`src/rtl/core/odq_pkg.sv`:
```
// ----------------------------------------------------------------------------
// odq_pkg
// Shared types, codes and slot arithmetic for the ordered record deque.
// ----------------------------------------------------------------------------
package odq_pkg;

    localparam int DEPTH    = 16;
    localparam int KEY_BITS = 16;

    localparam int SLOT_W = $clog2(DEPTH);
    localparam int CNT_W  = $clog2(DEPTH + 1);
    localparam int SUM_W  = $clog2(2 * DEPTH);
    localparam int WORD_W = 16;

    localparam logic [WORD_W-1:0] KEY_MASK = WORD_W'((64'd1 << KEY_BITS) - 64'd1);

    typedef struct packed {
        logic [WORD_W-1:0] key;
        logic [WORD_W-1:0] pa;
        logic [WORD_W-1:0] pb;
    } rec_t;

    localparam rec_t REC_ZERO = '{key: '0, pa: '0, pb: '0};

    typedef struct packed {
        logic              we;
        logic [SLOT_W-1:0] waddr;
        rec_t              wdata;
        logic [SLOT_W-1:0] raddr;
    } ram_req_t;

    typedef enum logic [2:0] {
        F_PUSH_BACK  = 3'd0,
        F_PUSH_FRONT = 3'd1,
        F_POP_FRONT  = 3'd2,
        F_POP_BACK   = 3'd3,
        F_REMOVE     = 3'd4,
        F_CONTAINS   = 3'd5,
        F_LIST       = 3'd6
    } func_t;

    typedef enum logic [1:0] {
        ST_OK   = 2'd0,
        ST_MISS = 2'd1,
        ST_FULL = 2'd2
    } status_t;

    typedef enum logic [1:0] {
        S_IDLE,
        S_POP,
        S_WALK,
        S_SHIFT
    } state_t;

    // store slot of a position counted from the front
    function automatic logic [SLOT_W-1:0] slot_of(input logic [SLOT_W-1:0] front,
                                                  input logic [CNT_W-1:0]  pos);
        logic [SUM_W-1:0] s;
        s = SUM_W'(front) + SUM_W'(pos);
        if (s >= SUM_W'(DEPTH))
            s = s - SUM_W'(DEPTH);
        return s[SLOT_W-1:0];
    endfunction

endpackage

```
`src/rtl/core/odq_ram.sv`:
```
// ----------------------------------------------------------------------------
// odq_ram
// Record store: one write port and one read port with registered read data.
// ----------------------------------------------------------------------------
module odq_ram
    import odq_pkg::*;
(
    input  logic     clk,
    input  ram_req_t req,
    output rec_t     rdata
);

    rec_t mem [DEPTH];
    rec_t rdata_reg;

    always_ff @(posedge clk)
    begin
        if (req.we)
        begin
            mem[req.waddr] <= req.wdata;
        end
        rdata_reg <= mem[req.raddr];
    end

    assign rdata = rdata_reg;

endmodule

```
`src/rtl/core/ordered_deque_with_key_removal.sv`:
```
// ----------------------------------------------------------------------------
// ordered_deque_with_key_removal
// Bounded deque of key/payload records with push, pop, remove by key,
// contains and list, walked one record per cycle over a single record store.
// Push needs no walk, pop reads the end record; contains, remove and list
// walk from the front, remove stops at the first match and shifts the later
// records one place toward the front. One transfer at a time; busy stays
// high during the walk (one entry read per cycle); results cannot be stalled.
// Reset: asynchronous, clears count and front slot; store contents undefined.
// ----------------------------------------------------------------------------
module ordered_deque_with_key_removal
    import odq_pkg::*;
(
    input  logic              clk,
    input  logic              rst_n,
    input  logic              start,
    output logic              busy,
    input  logic [2:0]        func,
    input  logic [WORD_W-1:0] key,
    input  logic [WORD_W-1:0] payload_a,
    input  logic [WORD_W-1:0] payload_b,
    output logic              strobe,
    output logic [WORD_W-1:0] key_out,
    output logic [WORD_W-1:0] payload_a_out,
    output logic [WORD_W-1:0] payload_b_out,
    output logic              found,
    output logic [1:0]        status,
    output logic [4:0]        occupancy,
    output logic              last
);

    state_t            state_reg, state_next;
    logic [CNT_W-1:0]  count_reg, count_next;
    logic [SLOT_W-1:0] front_reg, front_next;
    logic [CNT_W-1:0]  pos_reg, pos_next;
    func_t             func_reg, func_next;
    logic [WORD_W-1:0] key_reg, key_next;
    rec_t              hold_reg, hold_next;

    logic              strobe_reg, strobe_next;
    rec_t              res_rec_reg, res_rec_next;
    logic              found_reg, found_next;
    status_t           status_reg, status_next;
    logic [CNT_W-1:0]  occ_reg;
    logic              last_reg, last_next;

    ram_req_t          ram_req;
    rec_t              rdata;
    rec_t              in_rec;
    logic              accept;
    logic              full;
    logic              hit;
    logic              at_back;

    odq_ram u_ram
    (
        .clk   (clk),
        .req   (ram_req),
        .rdata (rdata)
    );

    assign accept  = start && !busy;
    assign full    = (count_reg == CNT_W'(DEPTH));
    assign hit     = (rdata.key == key_reg);
    assign at_back = (pos_reg + CNT_W'(1) == count_reg);
    assign in_rec  = '{key: key & KEY_MASK, pa: payload_a, pb: payload_b};

    always_comb
    begin
        state_next   = state_reg;
        count_next   = count_reg;
        front_next   = front_reg;
        pos_next     = pos_reg + CNT_W'(1);
        func_next    = func_reg;
        key_next     = key_reg;
        hold_next    = hold_reg;
        strobe_next  = 1'b0;
        res_rec_next = REC_ZERO;
        found_next   = 1'b0;
        status_next  = ST_OK;
        last_next    = 1'b1;
        ram_req.we    = 1'b0;
        ram_req.waddr = slot_of(front_reg, count_reg);
        ram_req.wdata = in_rec;
        ram_req.raddr = slot_of(front_reg, pos_reg + CNT_W'(1));

        unique case (state_reg)
            S_IDLE:
            begin
                if (accept)
                begin
                    func_next = func_t'(func);
                    key_next  = in_rec.key;
                    pos_next  = '0;
                    strobe_next = 1'b1;
                    unique case (func_t'(func))
                        F_PUSH_BACK:
                        begin
                            if (full)
                            begin
                                status_next = ST_FULL;
                            end
                            else
                            begin
                                ram_req.we = 1'b1;
                                count_next = count_reg + CNT_W'(1);
                            end
                        end
                        F_PUSH_FRONT:
                        begin
                            if (full)
                            begin
                                status_next = ST_FULL;
                            end
                            else
                            begin
                                front_next = (front_reg == '0) ? SLOT_W'(DEPTH - 1)
                                                               : front_reg - SLOT_W'(1);
                                ram_req.we    = 1'b1;
                                ram_req.waddr = front_next;
                                count_next    = count_reg + CNT_W'(1);
                            end
                        end
                        F_POP_FRONT, F_POP_BACK:
                        begin
                            if (count_reg == '0)
                            begin
                                status_next = ST_MISS;
                            end
                            else
                            begin
                                strobe_next = 1'b0;
                                count_next  = count_reg - CNT_W'(1);
                                state_next  = S_POP;
                                if (func_t'(func) == F_POP_FRONT)
                                begin
                                    ram_req.raddr = front_reg;
                                    front_next    = slot_of(front_reg, CNT_W'(1));
                                end
                                else
                                begin
                                    ram_req.raddr = slot_of(front_reg,
                                                            count_reg - CNT_W'(1));
                                end
                            end
                        end
                        F_REMOVE, F_CONTAINS, F_LIST:
                        begin
                            if (count_reg == '0)
                            begin
                                status_next = ST_MISS;
                            end
                            else
                            begin
                                strobe_next   = 1'b0;
                                ram_req.raddr = front_reg;
                                state_next    = S_WALK;
                            end
                        end
                        default:
                        begin
                            status_next = ST_OK;
                        end
                    endcase
                end
            end
            S_POP:
            begin
                strobe_next  = 1'b1;
                res_rec_next = rdata;
                found_next   = 1'b1;
                state_next   = S_IDLE;
            end
            S_WALK:
            begin
                unique case (func_reg)
                    F_LIST:
                    begin
                        strobe_next  = 1'b1;
                        res_rec_next = rdata;
                        found_next   = 1'b1;
                        last_next    = at_back;
                        if (at_back)
                            state_next = S_IDLE;
                    end
                    F_CONTAINS:
                    begin
                        if (hit)
                        begin
                            strobe_next = 1'b1;
                            found_next  = 1'b1;
                            state_next  = S_IDLE;
                        end
                        else if (at_back)
                        begin
                            strobe_next = 1'b1;
                            status_next = ST_MISS;
                            state_next  = S_IDLE;
                        end
                    end
                    F_REMOVE:
                    begin
                        if (hit && at_back)
                        begin
                            strobe_next  = 1'b1;
                            res_rec_next = rdata;
                            found_next   = 1'b1;
                            count_next   = count_reg - CNT_W'(1);
                            state_next   = S_IDLE;
                        end
                        else if (hit)
                        begin
                            // later records move one place toward the front
                            hold_next  = rdata;
                            state_next = S_SHIFT;
                        end
                        else if (at_back)
                        begin
                            strobe_next = 1'b1;
                            status_next = ST_MISS;
                            state_next  = S_IDLE;
                        end
                    end
                    default:
                    begin
                        state_next = S_IDLE;
                    end
                endcase
            end
            S_SHIFT:
            begin
                ram_req.we    = 1'b1;
                ram_req.waddr = slot_of(front_reg, pos_reg - CNT_W'(1));
                ram_req.wdata = rdata;
                if (at_back)
                begin
                    strobe_next  = 1'b1;
                    res_rec_next = hold_reg;
                    found_next   = 1'b1;
                    count_next   = count_reg - CNT_W'(1);
                    state_next   = S_IDLE;
                end
            end
            default:
            begin
                state_next = S_IDLE;
            end
        endcase
    end

    always_ff @(posedge clk or negedge rst_n)
    begin
        if (!rst_n)
        begin
            state_reg  <= S_IDLE;
            count_reg  <= '0;
            front_reg  <= '0;
            strobe_reg <= 1'b0;
        end
        else
        begin
            state_reg  <= state_next;
            count_reg  <= count_next;
            front_reg  <= front_next;
            strobe_reg <= strobe_next;
        end
    end

    always_ff @(posedge clk)
    begin
        pos_reg     <= pos_next;
        func_reg    <= func_next;
        key_reg     <= key_next;
        hold_reg    <= hold_next;
        res_rec_reg <= res_rec_next;
        found_reg   <= found_next;
        status_reg  <= status_next;
        occ_reg     <= count_next;
        last_reg    <= last_next;
    end

    assign busy          = (state_reg != S_IDLE);
    assign strobe        = strobe_reg;
    assign key_out       = res_rec_reg.key;
    assign payload_a_out = res_rec_reg.pa;
    assign payload_b_out = res_rec_reg.pb;
    assign found         = found_reg;
    assign status        = status_reg;
    assign occupancy     = 5'(occ_reg);
    assign last          = last_reg;

    // every final result leaves the sequencer idle
    a_last_idle: assert property (@(posedge clk) disable iff (!rst_n)
        strobe_reg && last_reg |-> state_reg == S_IDLE)
        else $error("final result while sequencer still running");

    // only a list transfer produces non-final results
    a_multi_list: assert property (@(posedge clk) disable iff (!rst_n)
        strobe_reg && !last_reg |-> func_reg == F_LIST)
        else $error("non-final result outside list");

    a_count_bound: assert property (@(posedge clk) disable iff (!rst_n)
        count_reg <= CNT_W'(DEPTH))
        else $error("record count above depth");

    // an accepted push with room grows the count by one
    a_push_count: assert property (@(posedge clk) disable iff (!rst_n)
        accept && (func == F_PUSH_BACK || func == F_PUSH_FRONT) && !full
        |=> count_reg == $past(count_reg) + CNT_W'(1))
        else $error("push did not grow count");

    a_status_code: assert property (@(posedge clk) disable iff (!rst_n)
        strobe_reg |-> (status_reg == ST_OK || status_reg == ST_MISS
                        || status_reg == ST_FULL) && occ_reg == count_reg)
        else $error("bad status or occupancy on result");

endmodule

```
`config.mk`:
```
export PLATFORM = sky130hd
export DESIGN_NAME = ordered_deque_with_key_removal
export DESIGN_NICKNAME = d
export VERILOG_FILES = /design/src/rtl/core/odq_pkg.sv /design/src/rtl/core/odq_ram.sv /design/src/rtl/core/ordered_deque_with_key_removal.sv
export SDC_FILE = /design/constraint.sdc
export NUM_CORES = 1
export LEC_CHECK = 0
export ABC_AREA = 1
export BUFFER_PORTS_ARGS = -buffer_cell sky130_fd_sc_hd__buf_4
export CELL_PAD_IN_SITES_DETAIL_PLACEMENT = 0
export CELL_PAD_IN_SITES_GLOBAL_PLACEMENT = 2
export CORE_ASPECT_RATIO = 1.2
export CORE_MARGIN = 10
export CORE_UTILIZATION = 42
export CTS_CLUSTER_SIZE = 40
export DETAILED_ROUTE_END_ITERATION = 16
export PLACE_DENSITY_LB_ADDON = 0.15
export SLEW_MARGIN = 10
export SYNTH_ARGS = -nofsm -noshare
export SYNTH_HDL_FRONTEND = slang
export SYNTH_SLANG_ARGS = --single-unit
```
`constraint.sdc`:
```
create_clock -name clk -period 6.9 [get_ports clk]
set_clock_uncertainty 0.2 [all_clocks]
set_input_delay 1.035 -clock clk [delete_from_list [all_inputs] [get_ports clk]]
set_output_delay 1.035 -clock clk [all_outputs]
set_load 0.01 [all_outputs]
```
* Yosys cells after proc, flatten, opt, wreduce, memory -nomap -nowiden
Memory sizes are Yosys's and may differ from the RTL's. A register that Yosys moved wholly into a read port is not among the register bits. Index checks and enable logic that the tools add are counted.
Operators by class: add/sub/neg operators 15, magnitude comparators 5, equality and inequality tests 22, multiplexer cells 71, bitwise logic cells 1, reduce and logical (&&, ||, !) cells 18
Operator list (count):
- two-way mux 48 bit | 3
- case mux 48 bit (3 select lines) | 1
- case mux 48 bit (2 select lines) | 1
- two-way mux 4 bit | 15
- two-way mux 5 bit | 10
- >= comparator 5 bit, second input constant | 5
- subtractor 4 x 1 -> 4 bit, second input constant | 6
- two-way mux 2 bit | 11
- adder 4 x 5 -> 5 bit | 4
- case mux 5 bit (2 select lines) | 2
- equality test 3 bit, second input constant | 6
- equality test 16 bit | 1
- case mux 2 bit (2 select lines) | 4
- case mux 4 bit (2 select lines) | 2
- case mux 5 bit (3 select lines) | 1
- two-way mux 1 bit | 14
- adder 5 x 1 -> 5 bit, second input constant | 2
- subtractor 5 x 1 -> 5 bit, second input constant | 2
- case mux 1 bit (3 select lines) | 3
- != test 2 bit, second input constant | 4
- case mux 2 bit (4 select lines) | 1
- AND reduction 4 bit | 2
- equality test 3 x 2 -> 1 bit, second input constant | 2
- != test 3 bit, second input constant | 2
- 23 further kinds | 28
Word-level totals: register bits after elaboration 141, bits in writable memories 768, bits of input ports 54, output and inout port bits 59, logic and storage cells 150, memories 1
Memory list:
- u_ram.mem | depth 16, width 48, rd ports 1, clocked after Yosys merged registers in 1, write ports 1, line odq_ram.sv:13 | rec_t mem [DEPTH];

* Longest topological paths before layout
word-level depth 9, gate-level depth with buffers 18, gate-level depth less buffers 17

* Modules after synthesis
Synthesis repeated with hierarchy kept, for this count alone.
Second synthesis, totals: cells, all modules 4029, area, all modules 41024.3 µm²
By module, submodules not included:
- odq_ram | instances 1, cells each 3166, area each 33803.7 µm², seq. area each 24023.0 µm²
- ordered_deque_with_key_removal | instances 1, cells each 863, area each 7220.7 µm², seq. area each 3553.4 µm²

* Worst setup path before layout
OpenSTA, ideal clock, no wires.
path kind register -> register, from register front_reg[1], to memory u_ram.mem[12][0] in the netlist's numbering, enable pin, library setup time 0.454 ns, arrival time 4.348 ns, required time 6.246 ns, setup slack 1.899 ns, cell stages (with the launch flop) 14, buffers on the path 0, period minus slack after synthesis 5.001 ns, cell sequence dfrtp_1 inv_1 ha_1 inv_1 ha_1 fa_1 xor2_1 a21oi_1 o21ai_0 nand3_1 o21ai_0 inv_1 nand2_1 nor2_1
On the way: longest elaborated chain between the ends 7, elaborated cells on any way between the ends 15, classes of those cells add/sub: 5; order compare: 2; mux: 7; reduce/logical: 1
Ends and longest elaborated chain:
- start: declaration | line ordered_deque_with_key_removal.sv:34 | logic [SLOT_W-1:0] front_reg, front_next;
- start signal: assignment | line ordered_deque_with_key_removal.sv:264 | front_reg <= front_next;
- adder 4 x 5 -> 5 bit | line odq_pkg.sv:59 | s = SUM_W'(front) + SUM_W'(pos);
- subtractor 4 x 1 -> 4 bit or >= comparator 5 bit (tied branches) | line odq_pkg.sv:61, odq_pkg.sv:60
- two-way mux 4 bit | line odq_pkg.sv:60 | if (s >= SUM_W'(DEPTH))
- two-way mux 5 bit | line ordered_deque_with_key_removal.sv:111 | if (full)
- two-way mux 4 bit | line ordered_deque_with_key_removal.sv:96 | unique case (func_t'(func))
- two-way mux 5 bit | line ordered_deque_with_key_removal.sv:90 | if (accept)
- case mux 5 bit (2 select lines) * | line ordered_deque_with_key_removal.sv:87 | unique case (state_reg)
- end: declaration | line odq_ram.sv:13
Mark *: on every way between the ends. The rest lies on a longest branch, timed or not.

* Worst setup path after layout
from register front_reg[1], to memory u_ram.mem[9][5] in the netlist's numbering, enable pin
The elaborated chain is that of the path after synthesis.

==> results by group <==
Outcome
  • Status: finished clean

CTS
  • Clock Tree Buf Depth: 3
  • Clock Pin Slew Worst Setup and Hold Paths: 0.07 ns
  • CTS Buf Count: 99
  • CTS root buf: clkbuf_16
  • Post-CTS setup buffers: 0
  • H-tree depth: 3
  • Worst-Skew Late Latency: 0.67 ns
  • CTS tree: yes
  • TritonCTS sink count: 957

STA
  • Setup violators final: 0
  • Max-slew headroom: 0.1865
  • Slew Viols, Final: 0
  • RSZ-0062 raised after global routing: false
  • Period utilization: 0.6951
  • Worst-margin pin slew: 1.217 ns
  • Max Fclk: 0.2085 GHz
  • Final min period: 4.796 ns
  • Setup TNS: 0 ns
  • Final hold vios: 0

Die
  • Die area: 0.1066 mm^2
  • Initial Util: 0.4222
  • Chip height: 355.7 um
  • Die Wd: 299.8 um
  • Core Area: 0.09342 mm^2
  • FP Rows: 123
  • I/O pin cnt: 113

Critical path
  • Critical Path Fanout Max: 29
  • Req. time, crit path: 7.05 ns
  • Reg-to-Reg Start: front_reg[1]
  • Capture point of the worst reg-to-reg path: u_ram.mem[9][5]
  • Startpoint Class: register
  • WS Path Type: reg2reg
  • WP data arrival: 4.94 ns
  • Crit. End Element: register
  • R2r worst-path depth: 14
  • Flop-to-flop setup slack: 2.10 ns

Flow run
  • Max-Cap Viols: 0

Synthesis
  • EDFF count, synth: 835
  • Mapped Area: 0.03944 mm^2
  • Yosys top cell by area: edfxtp_1
  • Cell variety after synth: 36
  • Synth Register Bits: 957
  • Syn_nets: 3641
  • Syn avg cell area: 11.08 um^2
  • Most frequent cell after synthesis: nand3_1
  • Ys async rst share: 0.01254
  • Ys Warns: 0
  • Top_reg_cell synth: edfxtp_1
  • Synth top area share: 0.6357
  • Synth top cells by count: nand3_1 (1003), nand2_1 (987), edfxtp_1 (835)
  • Post-synthesis sequential area ratio: 0.6991
  • Syn Inst Count: 3559
  • Largest cells by area after synthesis: edfxtp_1 (64%), nand3_1 (13%), nand2_1 (9.4%), dfxtp_1 (5.6%), buf_2 (1.8%)

Place
  • DP Wirelength: 68.21 mm
  • RePlAce Congestion: 0.8343
  • Number of I/O port buffers: 112

Min path
  • Min-delay worst type: reg2reg
  • Hold path start: u_ram.rdata[28]
  • Hold path depth: 0
  • End of the worst hold path: hold_reg[28]

Routing
  • Antenna viol nets, final: 0
  • Vias: 26990
  • Via density: 5.458
  • Drt wl/cell: 23.53 um
  • First-pass DRT Iterations: 5
  • # DRC: 0
  • DR iter-0 viols: 2463
  • WL final: 116.4 mm

Final layout
  • Synthesis-to-finish area growth: 14.12%
  • Fraction of layout cells with a size suffix above 1: 0.1012
  • Max FFs per register: 768
  • Nets@finish: 3689

Global route
  • Global route overflow: 0
  • First-pass GRT wire length: 173.6 mm
  • Overall global routing resource usage: 0.2136
  • Vias in the first global route: 26730
  • Largest net degree at the start of global routing: 147
  • Initial antenna violation count: 1
timing repair:
item	CTS	global route
hold buffers	1	0
endpoints found under the hold margin	12	0
resized for setup	0	0
routing by layer:
layer | track usage | up-vias | part of all wire
met2 | 0.3484 | 900 | 0.48
li1 | - | 12620 | -
met5 | 0 | - | 0
met4 | 0.05756 | 0 | 0.020
met3 | 0.02843 | 133 | 0.061
met1 | 0.2977 | 13340 | 0.44
final cells by class:
class,instances,area [um^2]
repair buffers,178,1426
well taps,1250,1564
multi-input cells,2265,10610
inverters,106,405.4
flip-flops and latches,957,27580
diodes,1,2.502
clock inverters,58,699.4
clock buffers,130,2728
fillers,8462,48400
worst max-delay path: stages (launching register included):
cell and delay (ns):
dfrtp_1 0.53, inv_1 0.22, ha_1 0.34, inv_1 0.05
ha_1 0.19, fa_1 0.43, xor2_1 0.18, a21oi_1 0.14
o21ai_0 0.10, nand3_1 0.11, o21ai_0 0.19, inv_1 0.14
nand2_1 0.25, nor2_4 0.99, buf_4 0.38
cells by family (layout without fill, tap and decap cells):
kind of cell	count (synthesis)	in the layout	synth area share
xor gates and xnor gates	15	15	0.003331
other	0	1	0
adders and majority gates	28	28	0.009644
AOI/OAI and AO/OA	137	137	0.01881
buffers and inverters	337	472	0.03708
DFF	957	957	0.6991
and+or+nand+nor	2085	2085	0.2320
placed cells by master (no fill, tap or decap), types with 12 or more instances in the layout:
cell,Yosys,layout
a21oi_1,70,69
a22oi_1,13,13
buf_4,5,170
bufinv_16,0,14
clkbuf_1,65,21
clkbuf_16,0,102
clkinv_2,0,19
dfrtp_1,12,12
dfxtp_1,110,110
edfxtp_1,835,835
ha_1,24,22
inv_1,101,101
nand2_1,987,986
nand3_1,1003,1002
nor2_1,76,58
nor2_4,0,18
o21ai_0,44,40
through the flow:
| step | utilization | std cells | hold slack (ns) | instance area, um^2 | worst slack, ns |
|---|---|---|---|---|---|
| floorplan | - | 3559 | 0.2308 | 39440 | 1.899 |
| global placement | 0.4450 | 4755 | 0.2492 | 41570 | 2.045 |
| detailed placement | 0.4450 | 4755 | 0.2511 | 41570 | 2.101 |
| CTS | 0.4818 | 4944 | 0.2655 | 45010 | 2.063 |
| global route | 0.4818 | 4944 | 0.2812 | 45010 | 1.794 |
| finish | 0.4819 | 4945 | 0.2630 | 45010 | 2.104 |
worst max path at each step:
stage                            start                to  slack [ns]
after global placement    front_reg[1]   u_ram.mem[9][1]        2.04
after CTS                 front_reg[1]  u_ram.mem[9][10]        2.06
after global routing      front_reg[1]  u_ram.mem[9][18]        1.79
after detailed placement  front_reg[1]   u_ram.mem[9][4]        2.10
after floorplan           front_reg[1]  u_ram.mem[12][0]        1.90
final                     front_reg[1]   u_ram.mem[9][5]        2.10
Power is not shown: default switching activity piles up to over one toggle a cycle in this logic, so the estimate is an artifact.
